File: src/hw/rtl/efdc_pkg.sv
// ----------------------------------------------------------------------------
// efdc_pkg: shared types, constants and calendar functions
// Holds the field widths, the reciprocal multipliers used for the
// constant divisions, the feast offsets and the month tables.
// ----------------------------------------------------------------------------
package efdc_pkg;

	localparam int YEAR_W  = 14;
	localparam int MONTH_W = 4;
	localparam int DOY_W   = 9;
	localparam int DOM_W   = 5;

	typedef logic [YEAR_W-1:0]  year_t;
	typedef logic [MONTH_W-1:0] month_t;
	typedef logic [DOY_W-1:0]   doy_t;
	typedef logic [DOM_W-1:0]   dom_t;

	// Reciprocal multipliers: q = (x * MUL) >> SHIFT, exact over the value ranges in use.
	localparam logic [12:0] DIV100_MUL = 13'd5243;   // shift 19, x < 16384
	localparam logic [15:0] DIV19_MUL  = 16'd55189;  // shift 20, x < 16384
	localparam logic [5:0]  DIV25_MUL  = 6'd41;      // shift 10, x < 172
	localparam logic [9:0]  DIV3_MUL   = 10'd683;    // shift 11, x < 165
	localparam logic [10:0] DIV30_MUL  = 11'd1093;   // shift 15, x < 521
	localparam logic [8:0]  DIV7_MUL   = 9'd293;     // shift 11, x < 87

	// Feast offsets from Easter Sunday, in days.
	localparam doy_t FRIDAY_OFS    = 9'd2;
	localparam doy_t ASCENSION_OFS = 9'd39;
	localparam doy_t WHITSUN_OFS   = 9'd49;
	localparam doy_t CARNIVAL_OFS  = 9'd47;

	localparam month_t MON_FEB = 4'd2;
	localparam month_t MON_MAR = 4'd3;
	localparam month_t MON_APR = 4'd4;

	// Offset of the first day of month index mi (0 = January), leap day included.
	function automatic doy_t efdc_month_start(input logic [3:0] mi, input logic leap);
		doy_t base;
		begin
			case (mi)
				4'd0:    base = 9'd0;
				4'd1:    base = 9'd31;
				4'd2:    base = 9'd59;
				4'd3:    base = 9'd90;
				4'd4:    base = 9'd120;
				4'd5:    base = 9'd151;
				4'd6:    base = 9'd181;
				4'd7:    base = 9'd212;
				4'd8:    base = 9'd243;
				4'd9:    base = 9'd273;
				4'd10:   base = 9'd304;
				4'd11:   base = 9'd334;
				default: base = 9'd0;
			endcase
			efdc_month_start = base + ((leap && (mi >= 4'd2)) ? 9'd1 : 9'd0);
		end
	endfunction

	// Length of month 1..12; any other month number gives zero.
	function automatic dom_t efdc_month_len(input month_t month, input logic leap);
		dom_t len;
		begin
			case (month)
				4'd1:    len = 5'd31;
				MON_FEB: len = leap ? 5'd29 : 5'd28;
				MON_MAR: len = 5'd31;
				MON_APR: len = 5'd30;
				4'd5:    len = 5'd31;
				4'd6:    len = 5'd30;
				4'd7:    len = 5'd31;
				4'd8:    len = 5'd31;
				4'd9:    len = 5'd30;
				4'd10:   len = 5'd31;
				4'd11:   len = 5'd30;
				4'd12:   len = 5'd31;
				default: len = 5'd0;
			endcase
			efdc_month_len = len;
		end
	endfunction

endpackage

File: src/hw/rtl/efdc_split.sv
// ----------------------------------------------------------------------------
// efdc_split: day of year to month and day of month
// Compares the day against every month start after January in parallel and
// subtracts the start of the month that contains it.
// ----------------------------------------------------------------------------
module efdc_split (
	input  efdc_pkg::doy_t   doy,
	input  logic             leap,
	output efdc_pkg::month_t mon,
	output efdc_pkg::dom_t   dom
);
	import efdc_pkg::*;

	logic [3:0] mi;
	doy_t       ofs;

	always_comb begin
		mi = 4'd0;
		for (int t = 1; t < 12; t++) begin
			if (efdc_month_start(4'(t), leap) < doy) begin
				mi = 4'(t);
			end
		end
		ofs = doy - efdc_month_start(mi, leap);
		mon = mi + 4'd1;
		dom = ofs[DOM_W-1:0];
	end

endmodule

File: src/hw/rtl/easter_feast_date_calculator.sv
// ----------------------------------------------------------------------------
// easter_feast_date_calculator: Gregorian Easter and movable feast dates
// Computes Easter Sunday with the anonymous Gregorian computus and derives
// Good Friday, Ascension, Whitsunday and Carnival, plus leap and month length.
// ----------------------------------------------------------------------------
// Usage:
// A beat on the slave stream carries a year and a month number. Every accepted
// beat produces exactly one beat on the master stream with the leap flag, the
// length of the requested month (zero for a month outside 1 to 12) and the
// month and day of Easter Sunday and of the four feasts tied to it.
// The block is an eight-stage pipeline: the input register, six stages that
// break up the computus (divisions by 100 and 19, the century terms, the epact,
// the weekday correction, the Easter date, the day of year) and the result
// register. An accepted beat moves through the stage registers in order, waiting
// wherever the next stage is full, and leaves from the result register. One beat
// per cycle is sustained while the receiver takes beats; the logic between stage
// registers holds narrow constant multiplications, adds, subtracts and compares.
// Each stage holds its own valid bit and loads whenever it is empty or its
// successor moves, so a stalled receiver only blocks once every stage is full;
// bubbles are squeezed out and s_axis_tready stays high until then.
// Reset clears all valid bits; no result is pending afterwards.
// ----------------------------------------------------------------------------
module easter_feast_date_calculator (
	input  logic        clk,
	input  logic        arst_n,
	input  logic        s_axis_tvalid,
	output logic        s_axis_tready,
	input  logic [23:0] s_axis_tdata,   // year[13:0], month[17:14], zero pad [23:18]
	output logic        m_axis_tvalid,
	input  logic        m_axis_tready,
	// is_leap[0], month_days[5:1], easter_mon[8:6], easter_dom[13:9],
	// friday_mon[16:14], friday_dom[21:17], ascension_mon[24:22],
	// ascension_dom[29:25], whitsun_mon[32:30], whitsun_dom[37:33],
	// carnival_mon[39:38], carnival_dom[44:40], zero pad [47:45]
	output logic [47:0] m_axis_tdata
);
	import efdc_pkg::*;

	localparam int NSTG = 8;

	// Valid bit per stage and the load enables that ripple back from the output.
	logic [NSTG:1] stg_vld_q;
	logic [NSTG:1] stg_ld;

	always_comb begin
		stg_ld[NSTG] = !stg_vld_q[NSTG] || m_axis_tready;
		for (int k = NSTG - 1; k >= 1; k--) begin
			stg_ld[k] = !stg_vld_q[k] || stg_ld[k+1];
		end
	end

	always_ff @(posedge clk or negedge arst_n) begin
		if (!arst_n) begin
			stg_vld_q <= '0;
		end else begin
			if (stg_ld[1]) begin
				stg_vld_q[1] <= s_axis_tvalid;
			end
			for (int k = 2; k <= NSTG; k++) begin
				if (stg_ld[k]) begin
					stg_vld_q[k] <= stg_vld_q[k-1];
				end
			end
		end
	end

	assign s_axis_tready = stg_ld[1];
	assign m_axis_tvalid = stg_vld_q[NSTG];

	// Stage 1: input register.
	year_t  year_s1;
	month_t month_s1;

	always_ff @(posedge clk) begin
		if (stg_ld[1]) begin
			year_s1  <= s_axis_tdata[13:0];
			month_s1 <= s_axis_tdata[17:14];
		end
	end

	// Stage 2: century b = year / 100 and year / 19 by reciprocal multiplication.
	logic [26:0] prod100;
	logic [29:0] prod19;
	year_t       year_s2;
	month_t      month_s2;
	logic [7:0]  b_s2;
	logic [9:0]  q19_s2;

	assign prod100 = 27'(year_s1) * 27'(DIV100_MUL);
	assign prod19  = 30'(year_s1) * 30'(DIV19_MUL);

	always_ff @(posedge clk) begin
		if (stg_ld[2]) begin
			year_s2  <= year_s1;
			month_s2 <= month_s1;
			b_s2     <= prod100[26:19];
			q19_s2   <= prod19[29:20];
		end
	end

	// Stage 3: golden number a, year in century c, the century corrections and the
	// leap flag. Divisibility by 4 of the year follows from c since 100 is a multiple of 4.
	year_t       rem19;
	year_t       rem100;
	logic [14:0] fprod;
	logic [8:0]  gx;
	logic [18:0] gprod;
	logic [2:0]  f_val;
	logic        leap_c;
	month_t      month_s3;
	logic [4:0]  a_s3;
	logic [7:0]  b_s3;
	logic [6:0]  c_s3;
	logic [5:0]  d_s3;
	logic [1:0]  e_s3;
	logic [5:0]  g_s3;
	logic        leap_s3;

	always_comb begin
		rem19  = year_s2 - 14'(14'(q19_s2) * 14'd19);
		rem100 = year_s2 - 14'(14'(b_s2) * 14'd100);
		fprod  = 15'(9'(b_s2) + 9'd8) * 15'(DIV25_MUL);
		f_val  = fprod[12:10];
		gx     = 9'(b_s2) - 9'(f_val) + 9'd1;
		gprod  = 19'(gx) * 19'(DIV3_MUL);
		leap_c = (rem100[1:0] == 2'd0) && ((rem100[6:0] != 7'd0) || (b_s2[1:0] == 2'd0));
	end

	always_ff @(posedge clk) begin
		if (stg_ld[3]) begin
			month_s3 <= month_s2;
			a_s3     <= rem19[4:0];
			b_s3     <= b_s2;
			c_s3     <= rem100[6:0];
			d_s3     <= b_s2[7:2];
			e_s3     <= b_s2[1:0];
			g_s3     <= gprod[16:11];
			leap_s3  <= leap_c;
		end
	end

	// Stage 4: epact h = (19a + b - d - g + 15) mod 30.
	logic [9:0]  hx;
	logic [20:0] hprod;
	logic [9:0]  hrem;
	month_t      month_s4;
	logic [4:0]  a_s4;
	logic [4:0]  h_s4;
	logic [1:0]  e_s4;
	logic [4:0]  i_s4;
	logic [1:0]  k_s4;
	logic        leap_s4;

	always_comb begin
		hx    = 10'(a_s3) * 10'd19 + 10'(b_s3) - 10'(d_s3) - 10'(g_s3) + 10'd15;
		hprod = 21'(hx) * 21'(DIV30_MUL);
		hrem  = hx - 10'(10'(hprod[19:15]) * 10'd30);
	end

	always_ff @(posedge clk) begin
		if (stg_ld[4]) begin
			month_s4 <= month_s3;
			a_s4     <= a_s3;
			h_s4     <= hrem[4:0];
			e_s4     <= e_s3;
			i_s4     <= c_s3[6:2];
			k_s4     <= c_s3[1:0];
			leap_s4  <= leap_s3;
		end
	end

	// Stage 5: weekday correction l = (32 + 2e + 2i - h - k) mod 7.
	logic [7:0]  lx;
	logic [15:0] lprod;
	logic [7:0]  lrem;
	month_t      month_s5;
	logic [4:0]  a_s5;
	logic [4:0]  h_s5;
	logic [2:0]  l_s5;
	logic        leap_s5;

	always_comb begin
		lx    = 8'd32 + 8'(e_s4) * 8'd2 + 8'(i_s4) * 8'd2 - 8'(h_s4) - 8'(k_s4);
		lprod = 16'(lx) * 16'(DIV7_MUL);
		lrem  = lx - 8'(8'(lprod[14:11]) * 8'd7);
	end

	always_ff @(posedge clk) begin
		if (stg_ld[5]) begin
			month_s5 <= month_s4;
			a_s5     <= a_s4;
			h_s5     <= h_s4;
			l_s5     <= lrem[2:0];
			leap_s5  <= leap_s4;
		end
	end

	// Stage 6: Easter date. The quotient (a + 11h + 22l) / 451 is only ever 0 or 1,
	// and h + l + 114 - 7m always falls in March or April.
	logic [8:0] mx;
	logic       m_bit;
	logic [7:0] base;
	logic       apr;
	logic [7:0] dom_x;
	month_t     month_s6;
	month_t     emon_s6;
	dom_t       edom_s6;
	logic       leap_s6;

	always_comb begin
		mx    = 9'(a_s5) + 9'(h_s5) * 9'd11 + 9'(l_s5) * 9'd22;
		m_bit = (mx >= 9'd451);
		base  = 8'(h_s5) + 8'(l_s5) + 8'd114 - (m_bit ? 8'd7 : 8'd0);
		apr   = (base >= 8'd124);
		dom_x = base - (apr ? 8'd124 : 8'd93) + 8'd1;
	end

	always_ff @(posedge clk) begin
		if (stg_ld[6]) begin
			month_s6 <= month_s5;
			emon_s6  <= apr ? MON_APR : MON_MAR;
			edom_s6  <= dom_x[4:0];
			leap_s6  <= leap_s5;
		end
	end

	// Stage 7: Easter as a day of the year, and the requested month length.
	doy_t   doy_s7;
	month_t emon_s7;
	dom_t   edom_s7;
	dom_t   mdays_s7;
	logic   leap_s7;

	always_ff @(posedge clk) begin
		if (stg_ld[7]) begin
			doy_s7   <= efdc_month_start(emon_s6 - 4'd1, leap_s6) + 9'(edom_s6);
			emon_s7  <= emon_s6;
			edom_s7  <= edom_s6;
			mdays_s7 <= efdc_month_len(month_s6, leap_s6);
			leap_s7  <= leap_s6;
		end
	end

	// Stage 8: the four feasts split back into month and day; result register.
	month_t fri_mon, asc_mon, whi_mon, car_mon;
	dom_t   fri_dom, asc_dom, whi_dom, car_dom;

	efdc_split u_split_fri (
		.doy  (doy_s7 - FRIDAY_OFS),
		.leap (leap_s7),
		.mon  (fri_mon),
		.dom  (fri_dom)
	);

	efdc_split u_split_asc (
		.doy  (doy_s7 + ASCENSION_OFS),
		.leap (leap_s7),
		.mon  (asc_mon),
		.dom  (asc_dom)
	);

	efdc_split u_split_whi (
		.doy  (doy_s7 + WHITSUN_OFS),
		.leap (leap_s7),
		.mon  (whi_mon),
		.dom  (whi_dom)
	);

	efdc_split u_split_car (
		.doy  (doy_s7 - CARNIVAL_OFS),
		.leap (leap_s7),
		.mon  (car_mon),
		.dom  (car_dom)
	);

	logic [44:0] res_s8;

	always_ff @(posedge clk) begin
		if (stg_ld[8]) begin
			res_s8 <= {car_dom, car_mon[1:0],
			           whi_dom, whi_mon[2:0],
			           asc_dom, asc_mon[2:0],
			           fri_dom, fri_mon[2:0],
			           edom_s7, emon_s7[2:0],
			           mdays_s7, leap_s7};
		end
	end

	assign m_axis_tdata = {3'b000, res_s8};

endmodule
File: config.mk
export PLATFORM = sky130hd
export DESIGN_NAME = easter_feast_date_calculator
export DESIGN_NICKNAME = d
export VERILOG_FILES = /design/src/hw/rtl/efdc_pkg.sv /design/src/hw/rtl/efdc_split.sv /design/src/hw/rtl/easter_feast_date_calculator.sv
export SDC_FILE = /design/constraint.sdc
export NUM_CORES = 1
export LEC_CHECK = 0
export ABC_AREA = 1
export ABC_CLOCK_PERIOD_IN_PS = 8500
export BUFFER_PORTS_ARGS = -buffer_cell sky130_fd_sc_hd__buf_2
export CAP_MARGIN = 20
export CORE_MARGIN = 2
export CORE_UTILIZATION = 30
export CTS_CLUSTER_DIAMETER = 200
export DETAILED_ROUTE_END_ITERATION = 10
export HOLD_SLACK_MARGIN = 0.1
export PLACE_DENSITY = 0.44
export SKIP_CTS_REPAIR_TIMING = 1
export SLEW_MARGIN = 20
export SYNTH_ARGS = -nofsm -noshare
export SYNTH_HDL_FRONTEND = slang
export SYNTH_SLANG_ARGS = --single-unit
File: constraint.sdc
create_clock -name clk -period 8.5 [get_ports clk]
set_input_delay 0.85 -clock clk [delete_from_list [all_inputs] [get_ports clk]]
set_output_delay 0.85 -clock clk [all_outputs]
set_load 0.01 [all_outputs]
== Word-level counts from Yosys, hierarchy flattened ==
Memories as Yosys holds them, arrays and structs flattened.
Index checks and enable logic that the tools add are counted.
W data, S select, Z words.

* Bits in registers: 217
* ROM bits: 720
* Input bits: 28
* Logic and storage cells: 260
* Memories kept: 5

* $add $sub $neg: 51
* Multipliers: 13
* Order comparisons: 51
* Eq/ne operators: 12
* Muxes and demuxes: 56
* Reduce and logical (&&, ||, !) cells: 28

{| class="wikitable"
|+ Memories
! memory !! words !! bits a word !! rd ports !! clocked after Yosys merged registers in !! wr ports !! line !! RTL
|-
| (name not given) || 16 || 9 || 1 || 0 || 0 || efdc_pkg.sv:40 || <nowiki>case (mi)</nowiki>
|-
| (name not given) || 16 || 9 || 1 || 0 || 0 || efdc_pkg.sv:40 ||
|-
| (name not given) || 16 || 9 || 1 || 0 || 0 || efdc_pkg.sv:40 ||
|-
| (name not given) || 16 || 9 || 1 || 0 || 0 || efdc_pkg.sv:40 ||
|-
| (name not given) || 16 || 9 || 1 || 0 || 0 || efdc_pkg.sv:40 ||
|}

{| class="wikitable"
|+ Operators by type and width
! kind !! count
|-
| $lt A9 B9 Y1 || 40
|-
| $mux W4 || 40
|-
| $add A8 B9 Y9 const A || 4
|-
| $lt A5 B9 Y1 const A || 4
|-
| $sub A5 B5 Y5 || 7
|-
| $mul A14 B16 Y30 const B || 1
|-
| $add A9 B9 Y9 const A || 3
|-
| $mul A14 B13 Y27 const B || 1
|-
| $add A5 B5 Y5 || 4
|-
| $eq A4 B4 Y1 const B || 5
|-
| $ge A4 B2 Y1 const B || 5
|-
| $mul A10 B11 Y20 const B || 1
|-
| $sub A10 B6 Y10 || 2
|-
| $add A7 B9 Y9 const A || 2
|-
| $add A9 B6 Y9 const B || 2
|-
| $mul A9 B10 Y17 const B || 1
|-
| $eq A4 B3 Y1 const B || 4
|-
| $mul A8 B9 Y15 const B || 1
|-
| $pmux W5 S3 || 1
|-
| $mul A9 B6 Y13 const B || 1
|-
| $mux W1 || 12
|-
| $add A10 B4 Y10 const B || 1
|-
| $add A10 B8 Y10 || 1
|-
| $mul A10 B5 Y5 const B || 1
|-
| 42 further kinds || 67
|}

== Longest topological paths before layout ==
Gate-level depths: netlist of the first run.

* Word-level depth: 18
* Depth in mapped cells: 44
* Depth with buffers taken out: 44

== Hierarchy ==
From an unflattened synthesis of the first run, not the netlist that was laid out.

* Cell total of the unflattened synthesis: 2878
* Area, all modules: 25921.1 sq um

{| class="wikitable"
|+ By module, submodules not included
! module !! times used !! cells an instance !! area an instance (sq um) !! sequential area each (sq um)
|-
| easter_feast_date_calculator || 1 || 2260 || 22083.7 || 5875.6
|-
| efdc_split at u_split_asc ... || 3 || 155 || 974.7 || 0.0
|-
| efdc_split at u_split_whi || 1 || 153 || 913.4 || 0.0
|}

== Worst setup path after synthesis of the first run ==
No wires, ideal clock.

* Path type: register to register
* From: register a_s3[1]
* To: register h_s4[4] (data pin)
* Data arrival time: 8.260 ns
* Setup slack: -0.023 ns
* Cell stages (with the launch flop): 42
* Buffers on the path: 0
* Path through: edfxtp_1 -> inv_1 -> fa_1 -> inv_1 -> fa_1 -> fa_1 -> inv_1 -> fa_1 -> inv_1 -> ha_1 -> a21oi_1 -> nand2_1 -> nand2_1 -> nand2_1 -> a21oi_1 -> xor2_1 -> inv_1 -> ha_1 -> [... 6 more ...] -> nand2_1 -> nor2_1 -> o21ai_0 -> nand3_1 -> nand2_1 -> nand2_1 -> xor2_1 -> ha_1 -> ha_1 -> ha_1 -> inv_1 -> ha_1 -> a21oi_1 -> o21ai_0 -> xor2_1 -> xor2_1 -> xor2_1 -> xor2_1

* Longest elaborated chain between the ends: 8

{| class="wikitable"
|+ RTL lines
! item !! line !! RTL
|-
| start, declared || easter_feast_date_calculator.sv:111 || <nowiki>logic [4:0] a_s3;</nowiki>
|-
| start signal, assigned || easter_feast_date_calculator.sv:132 || <nowiki>a_s3 <= rem19[4:0];</nowiki>
|-
| $mul A5 B5 Y10 * || easter_feast_date_calculator.sv:155 || <nowiki>hx = 10'(a_s3) * 10'd19 + 10'(b_s3) - 10'(d_s3) - 10'(g_s3) + 10'd15;</nowiki>
|-
| $add A10 B8 Y10 * || easter_feast_date_calculator.sv:155 ||
|-
| $sub A10 B6 Y10 * (2 in series) || easter_feast_date_calculator.sv:155 ||
|-
| $add A10 B4 Y10 * || easter_feast_date_calculator.sv:155 ||
|-
| $mul A10 B11 Y20 || easter_feast_date_calculator.sv:156 || <nowiki>hprod = 21'(hx) * 21'(DIV30_MUL);</nowiki>
|-
| $mul A5 B4 Y4 || easter_feast_date_calculator.sv:157 || <nowiki>hrem = hx - 10'(10'(hprod[19:15]) * 10'd30);</nowiki>
|-
| $sub A5 B5 Y5 * || easter_feast_date_calculator.sv:157 ||
|-
| named net hrem[4] || easter_feast_date_calculator.sv:145 || <nowiki>logic [9:0] hrem;</nowiki>
|-
| end signal, assigned || easter_feast_date_calculator.sv:164 || <nowiki>h_s4 <= hrem[4:0];</nowiki>
|-
| end, declared || easter_feast_date_calculator.sv:148 || <nowiki>logic [4:0] h_s4;</nowiki>
|}

The timed path passes the listed nets; every way through them passes the cells marked *.
A chain may end at the register's enable or synchronous reset.

== Worst setup path in the final report of the first run ==
* From: register b_s3[4]
* To: register h_s4[4] (data pin)

* Longest elaborated chain between the ends: 7

{| class="wikitable"
|+ RTL lines
! item !! line !! RTL
|-
| start, declared || easter_feast_date_calculator.sv:112 || <nowiki>logic [7:0] b_s3;</nowiki>
|-
| start signal, assigned || easter_feast_date_calculator.sv:133 || <nowiki>b_s3 <= b_s2;</nowiki>
|-
| $add A10 B8 Y10 * || easter_feast_date_calculator.sv:155 ||
|-
| $sub A10 B6 Y10 * (2 in series) || easter_feast_date_calculator.sv:155 ||
|-
| $add A10 B4 Y10 * || easter_feast_date_calculator.sv:155 ||
|-
| $mul A10 B11 Y20 || easter_feast_date_calculator.sv:156 ||
|-
| $mul A5 B4 Y4 || easter_feast_date_calculator.sv:157 ||
|-
| $sub A5 B5 Y5 * || easter_feast_date_calculator.sv:157 ||
|-
| named net hrem[4] || easter_feast_date_calculator.sv:145 ||
|}

Marked as above.

==> impl_metrics.toml, run 1 <==
[clocking]
cts_tree = "done"
cts.sinks = 197
root_buffer = "clkbuf_16"
insertion_delay_ns = 0.50
htree_levels = 4
clock_path_buffers = 2
path_clk_slew_ns = 0.08
cts_buffers = 17

[floorplanning]
core-area_um2 = 80300
initial_core_util_pct = 30.2
die_h_um = 288
ios = 78
die_area_um2 = 83100
die_x_um = 288
placementRows = 104

[critical_path]
worstSetupEndpointType = "flop"
start_kind = "flop"
cpMaxStageDelayCell = "fa_2"
max_stage_delay_ns = 0.55
r2r_slack_ns = 0.05
critical-path-top-delay-family = "adder cells"
path_buf_inv = 8
crit_type = "flop to flop"
arrival_ns = 8.69
critPathMaxFanout = 3
worstPathRequired_ns = 8.74
cpMostUsedCell = "ha_4"

[min_path]
hp-class = "input port to asynchronous set/reset pin"

[detailed_routing]
viasPerCell = 4.42
routedWlPerCell_um = 14.2
antenna_left = 0
dr.pass1.iters = 5
num_vias = 16400
drt_iter0_drc = 721
wl_um = 52400
drc = 0

[yosys]
ys_types = 62
synth-seq-cells = 197
netlist_area_um2 = 24200
synth_edf_count = 189
synth.avg_cell_area_um2 = 9.75
async_flop_share_pct = 4.06
synth_ff_type = "edfxtp_1"
syn_inst = 2486
synth_warnings = 0
seq_area_frac_synth_pct = 24.2

[grt]
grt_pass1_wl_um = 87100
antenna_found_initial = 1
grt_max_degree = 45
grt_pass1_vias = 16900
track_usage_pct = 13.2
globalRouteOverflowTotal = 0

[final_layout]
antenna_cells = 0
fin_area_um2 = 27200
finalNetCount = 3377
syn_to_final_growth_pct = 12.3
fillCellCount = 8181
fin_util_pct = 33.9
drive_gt1_share_pct = 11.8

[outcome]
run_status = "finished clean"

[run]
drv_cap = 0

[sta]
fmax_mhz = 118
final-setup-viol-count = 0
hold_viol = 0
tightestPinTransition_ns = 1.01
fin_crit_sh_pct = 99.4
rsz0062_at_grt = "true"
max_slew_margin_pct = 32.8
min_period_ns = 8.45
skew_ns = 0.0264
finalMaxSlewViolations = 0

[placed_design]
gp_congestion = 0.834
dp_hpwl_um = 44400
postPlaceCellArea_um2 = 26200
io_buffers = 68
registers in the layout, indices dropped and copies added, names as in the netlist, 6 cells and up:
register and count:
b_s2 8, b_s3 8, c_s3 7, doy_s7 9, g_s3 6, res_s8 42, stg_vld_q 8, year_s1 14
year_s2 7
synthesized netlist by cell type, drive strengths merged (4+ instances only):
library cell / n / area (µm²)
nand3b: 8 / 72.6
xor2: 78 / 683
buf: 11 / 87.6
o21ai: 71 / 370
or2: 5 / 31.3
edfxtp: 189 / 5680
o21a: 4 / 30.0
nor3: 10 / 50.1
fa: 226 / 4520
a21o: 14 / 105
a31oi: 13 / 96.3
o2111ai: 4 / 35.0
a21oi: 109 / 583
o31ai: 5 / 37.5
o211ai: 6 / 45.0
xnor2: 57 / 499
nand3: 78 / 428
inv: 604 / 2270
a211oi: 4 / 30.0
dfrtp: 8 / 200
ha: 497 / 6220
nand2: 323 / 1320
a21boi: 4 / 30.0
nor2: 108 / 474
o21bai: 7 / 52.6
nand4: 17 / 106
cell usage in the layout (no fill, tap or decap), types with 14 or more instances in the layout:
master,n
a21o_1,14
a21oi_1,91
a21oi_2,16
buf_2,68
buf_4,62
clkbuf_16,17
edfxtp_1,189
fa_1,221
ha_1,478
ha_4,14
inv_1,574
inv_2,29
nand2_1,284
nand2_2,35
nand3_1,71
nand4_1,17
nor2_1,93
o21ai_0,59
xnor2_1,57
xor2_1,76
layer usage:
layer  track usage, %  vias up  wire length, µm
met5                0        -                0
met4             3.30        0              674
met3             1.62       38             1150
met2             22.3      165            25200
met1             17.9     7880            25400
li1                 -     8267                -
cell families (layout without fill, tap and decap cells):
family	count (synthesis)	in the layout	share of synthesized area (%)
DFF	197	197	24.2
xor gates and xnor gates	135	135	4.88
other	1	3	0.0155
AOI/OAI and AO/OA	252	252	6.22
buffers and inverters	618	769	9.78
and+or+nand+nor	560	560	10.6
adders and majority gates	723	723	44.3
per-stage QoR:
step / TNS, ns / hold slack, ns / instances / worst slack (ns)
finish: 0 / 0.197 / 3699 / 0.0481
global route: -0.442 / 0.184 / 3699 / -0.413
CTS: -0.401 / 0.152 / 3683 / -0.401
detailed placement: -0.377 / 0.405 / 3651 / -0.377
global placement: -0.235 / 0.401 / 3651 / -0.235
floorplan: 0 / 0.400 / 2488 / 0.0723
cell type report:
class / count / area (µm²) / share of cell area [%]
Clock buffer: 17 / 425 / 1.56
Clock inverter: 15 / 201 / 0.740
Inverter: 605 / 2270 / 8.35
Multi-Input combinational cell: 1673 / 16300 / 59.8
Sequential cell: 197 / 5880 / 21.6
Tap cell: 1060 / 1330 / 4.87
Timing Repair Buffer: 132 / 828 / 3.04
worst paths after layout:
kind	from	to	cells past startpoint
min reg2reg	edom_s7[3]	res_s8[12]	0
max reg2reg	b_s3[4]	h_s4[4]	40
min in group clk	edom_s7[3]	res_s8[12]	0
max	b_s3[4]	h_s4[4]	40
min	arst_n	stg_vld_q[5]	1
max in group asynchronous	arst_n	stg_vld_q[4]	1
worst register-to-register path, delay by kind of cell, from the launching register on:
family                   cells  cell delay [ns]
flip-flops                   1             0.44
XOR/XNOR                     6             1.04
adder cells (fa/ha/maj)     14             4.77
buffers and inverters        8             0.62
AO/OA/AOI/OAI                7             0.98
AND/OR/NAND/NOR              5             0.38
Power of run 1 is not shown: default switching activity piles up to over one toggle a cycle in this logic, so the estimate is an artifact.
==> run 2: changes to the inputs <==
--- a/config.mk
+++ b/config.mk
@@ -6,7 +6,7 @@
 export NUM_CORES = 1
 export LEC_CHECK = 0
 export ABC_AREA = 1
-export ABC_CLOCK_PERIOD_IN_PS = 8500
+export ABC_CLOCK_PERIOD_IN_PS = 8700
 export BUFFER_PORTS_ARGS = -buffer_cell sky130_fd_sc_hd__buf_2
 export CAP_MARGIN = 20
 export CORE_MARGIN = 2
@@ -14,7 +14,7 @@
 export CTS_CLUSTER_DIAMETER = 200
 export DETAILED_ROUTE_END_ITERATION = 10
 export HOLD_SLACK_MARGIN = 0.1
-export PLACE_DENSITY = 0.44
+export PLACE_DENSITY = 0.42
 export SKIP_CTS_REPAIR_TIMING = 1
 export SLEW_MARGIN = 20
 export SYNTH_ARGS = -nofsm -noshare
==> constraint.sdc (replaced) <==
create_clock -name clk -period 8.7 [get_ports clk]
set_input_delay 0.87 -clock clk [delete_from_list [all_inputs] [get_ports clk]]
set_output_delay 0.87 -clock clk [all_outputs]
set_load 0.01 [all_outputs]
==> run 2 against run 1 <==
Compared with the run above:
- wire length increased by 1.2%
- via count about the same
- highest routed layer unchanged
- register-to-register slack improved by 0.31 ns
==> impl_metrics.toml, run 2 (synthesis results as in run 1) <==
[grt]
met2_usage_pct = 22.7
grt.met1_usage_pct = 17.7
grt_max_degree = 45
grt_pass1_vias = 17000
grt_pass1_wl_um = 87700
globalRouteOverflowTotal = 0
track_usage_pct = 13.4
busiest_layer = "met2"
antenna_found_initial = 2
met3_usage_pct = 2.13

[sta]
tightestPinTransition_ns = 0.897
max_slew_margin_pct = 40.1
final-setup-viol-count = 0
skew_ns = 0.0176
finalMaxSlewViolations = 0
fmax_mhz = 120
fin_crit_sh_pct = 95.9
min_period_ns = 8.35
hold_viol = 0
rsz0062_at_grt = "true"

[placed_design]
gp_congestion = 0.826
io_buffers = 68
dp_hpwl_um = 45000

[critical_path]
cpMaxStageDelayCell = "fa_1"
path_buf_inv = 6
critical-path-top-delay-family = "adder cells"
worstSetupEndpointType = "flop"
max_stage_delay_ns = 0.53
critPathMaxFanout = 4
crit_type = "flop to flop"
start_kind = "flop"
arrival_ns = 8.59
worstPathRequired_ns = 8.94

[final_layout]
syn_to_final_growth_pct = 12.0
largest_reg_flops = 42
fin_util_pct = 33.8
antenna_cells = 0
final_common_cell = "inv_1"
final_cell_mix = "inv_1, ha_1, nand2_1, fa_1, edfxtp_1"
finalNetCount = 3363
drive_gt1_share_pct = 11.5
top_register = "res_s8"
fillCellCount = 8179
top_regs = "res_s8: 42 flops, year_s1: 14 flops, doy_s7: 9 flops"

[min_path]
hp-class = "input port to asynchronous set/reset pin"

[floorplanning]
die_x_um = 288
placementRows = 104
ios = 78
die_h_um = 288
core-area_um2 = 80300
initial_core_util_pct = 30.2
die_area_um2 = 83100

[detailed_routing]
routedWlPerCell_um = 14.4
dr.pass1.iters = 5
antenna_left = 0
drc = 0
num_vias = 16400
wl_um = 53000
viasPerCell = 4.44
drt_iter0_drc = 645

[clocking]
htree_levels = 4
clock_path_buffers = 2
cts_buffers = 17
insertion_delay_ns = 0.49
path_clk_slew_ns = 0.09
root_buffer = "clkbuf_16"
cts.sinks = 197
cts_tree = "done"

[run]
drv_cap = 0

[outcome]
run_status = "finished clean"
[run 2: worst reg2reg max path: cells and delay by family, from the launching register on]
family	cells	cell delay (ns)
AO/OA/AOI/OAI	6	0.84
AND/OR/NAND/NOR	6	0.45
flip-flops	1	0.43
XOR/XNOR	6	1.05
buffers and inverters	6	0.29
adder cells (fa/ha/maj)	14	5.04
[run 2: final cells by class]
type | instances | area, µm² | share of cell area (%)
Multi-Input combinational cell | 1673 | 16300 | 60.1
Clock buffer | 18 | 450 | 1.66
Timing Repair Buffer | 118 | 737 | 2.71
Tap cell | 1060 | 1330 | 4.88
Sequential cell | 197 | 5880 | 21.6
Clock inverter | 14 | 158 | 0.581
Inverter | 605 | 2280 | 8.39
[run 2: path summary, 6_finish.rpt]
| kind | start | endpoint | slack, ns | cells past startpoint |
|---|---|---|---|---|
| worst min register to register | c_s3[2] | i_s4[0] | 0.40 | 0 |
| worst max register to register | b_s3[7] | h_s4[4] | 0.35 | 38 |
| worst max-delay path | b_s3[7] | h_s4[4] | 0.35 | 38 |
| worst min-delay path | arst_n | stg_vld_q[8] | 0.21 | 1 |
| min in group clk | c_s3[2] | i_s4[0] | 0.40 | 0 |
| max in group asynchronous | arst_n | stg_vld_q[7] | 8.32 | 1 |
[run 2: through the flow]
step | area [µm²] | hold slack, ns | instances | setup TNS [ns] | setup WS [ns]
2_1_floorplan | 24200 | 0.400 | 2488 | 0 | 0.177
3_3_place_gp | 26100 | 0.401 | 3642 | -0.144 | -0.144
3_5_place_dp | 26100 | 0.405 | 3642 | -0.232 | -0.232
4_1_cts | 26700 | 0.173 | 3674 | -0.274 | -0.274
5_1_grt | 27200 | 0.190 | 3685 | -0.0633 | -0.0271
6_report | 27200 | 0.209 | 3685 | 0 | 0.353
[run 2: per-layer routing]
layer	share of wire [%]	routed length, µm
met1	48	25600
met2	48	25200
met3	2.9	1540
met4	1.3	699
met5	0	0
Power of run 2 is left out for the same reason.
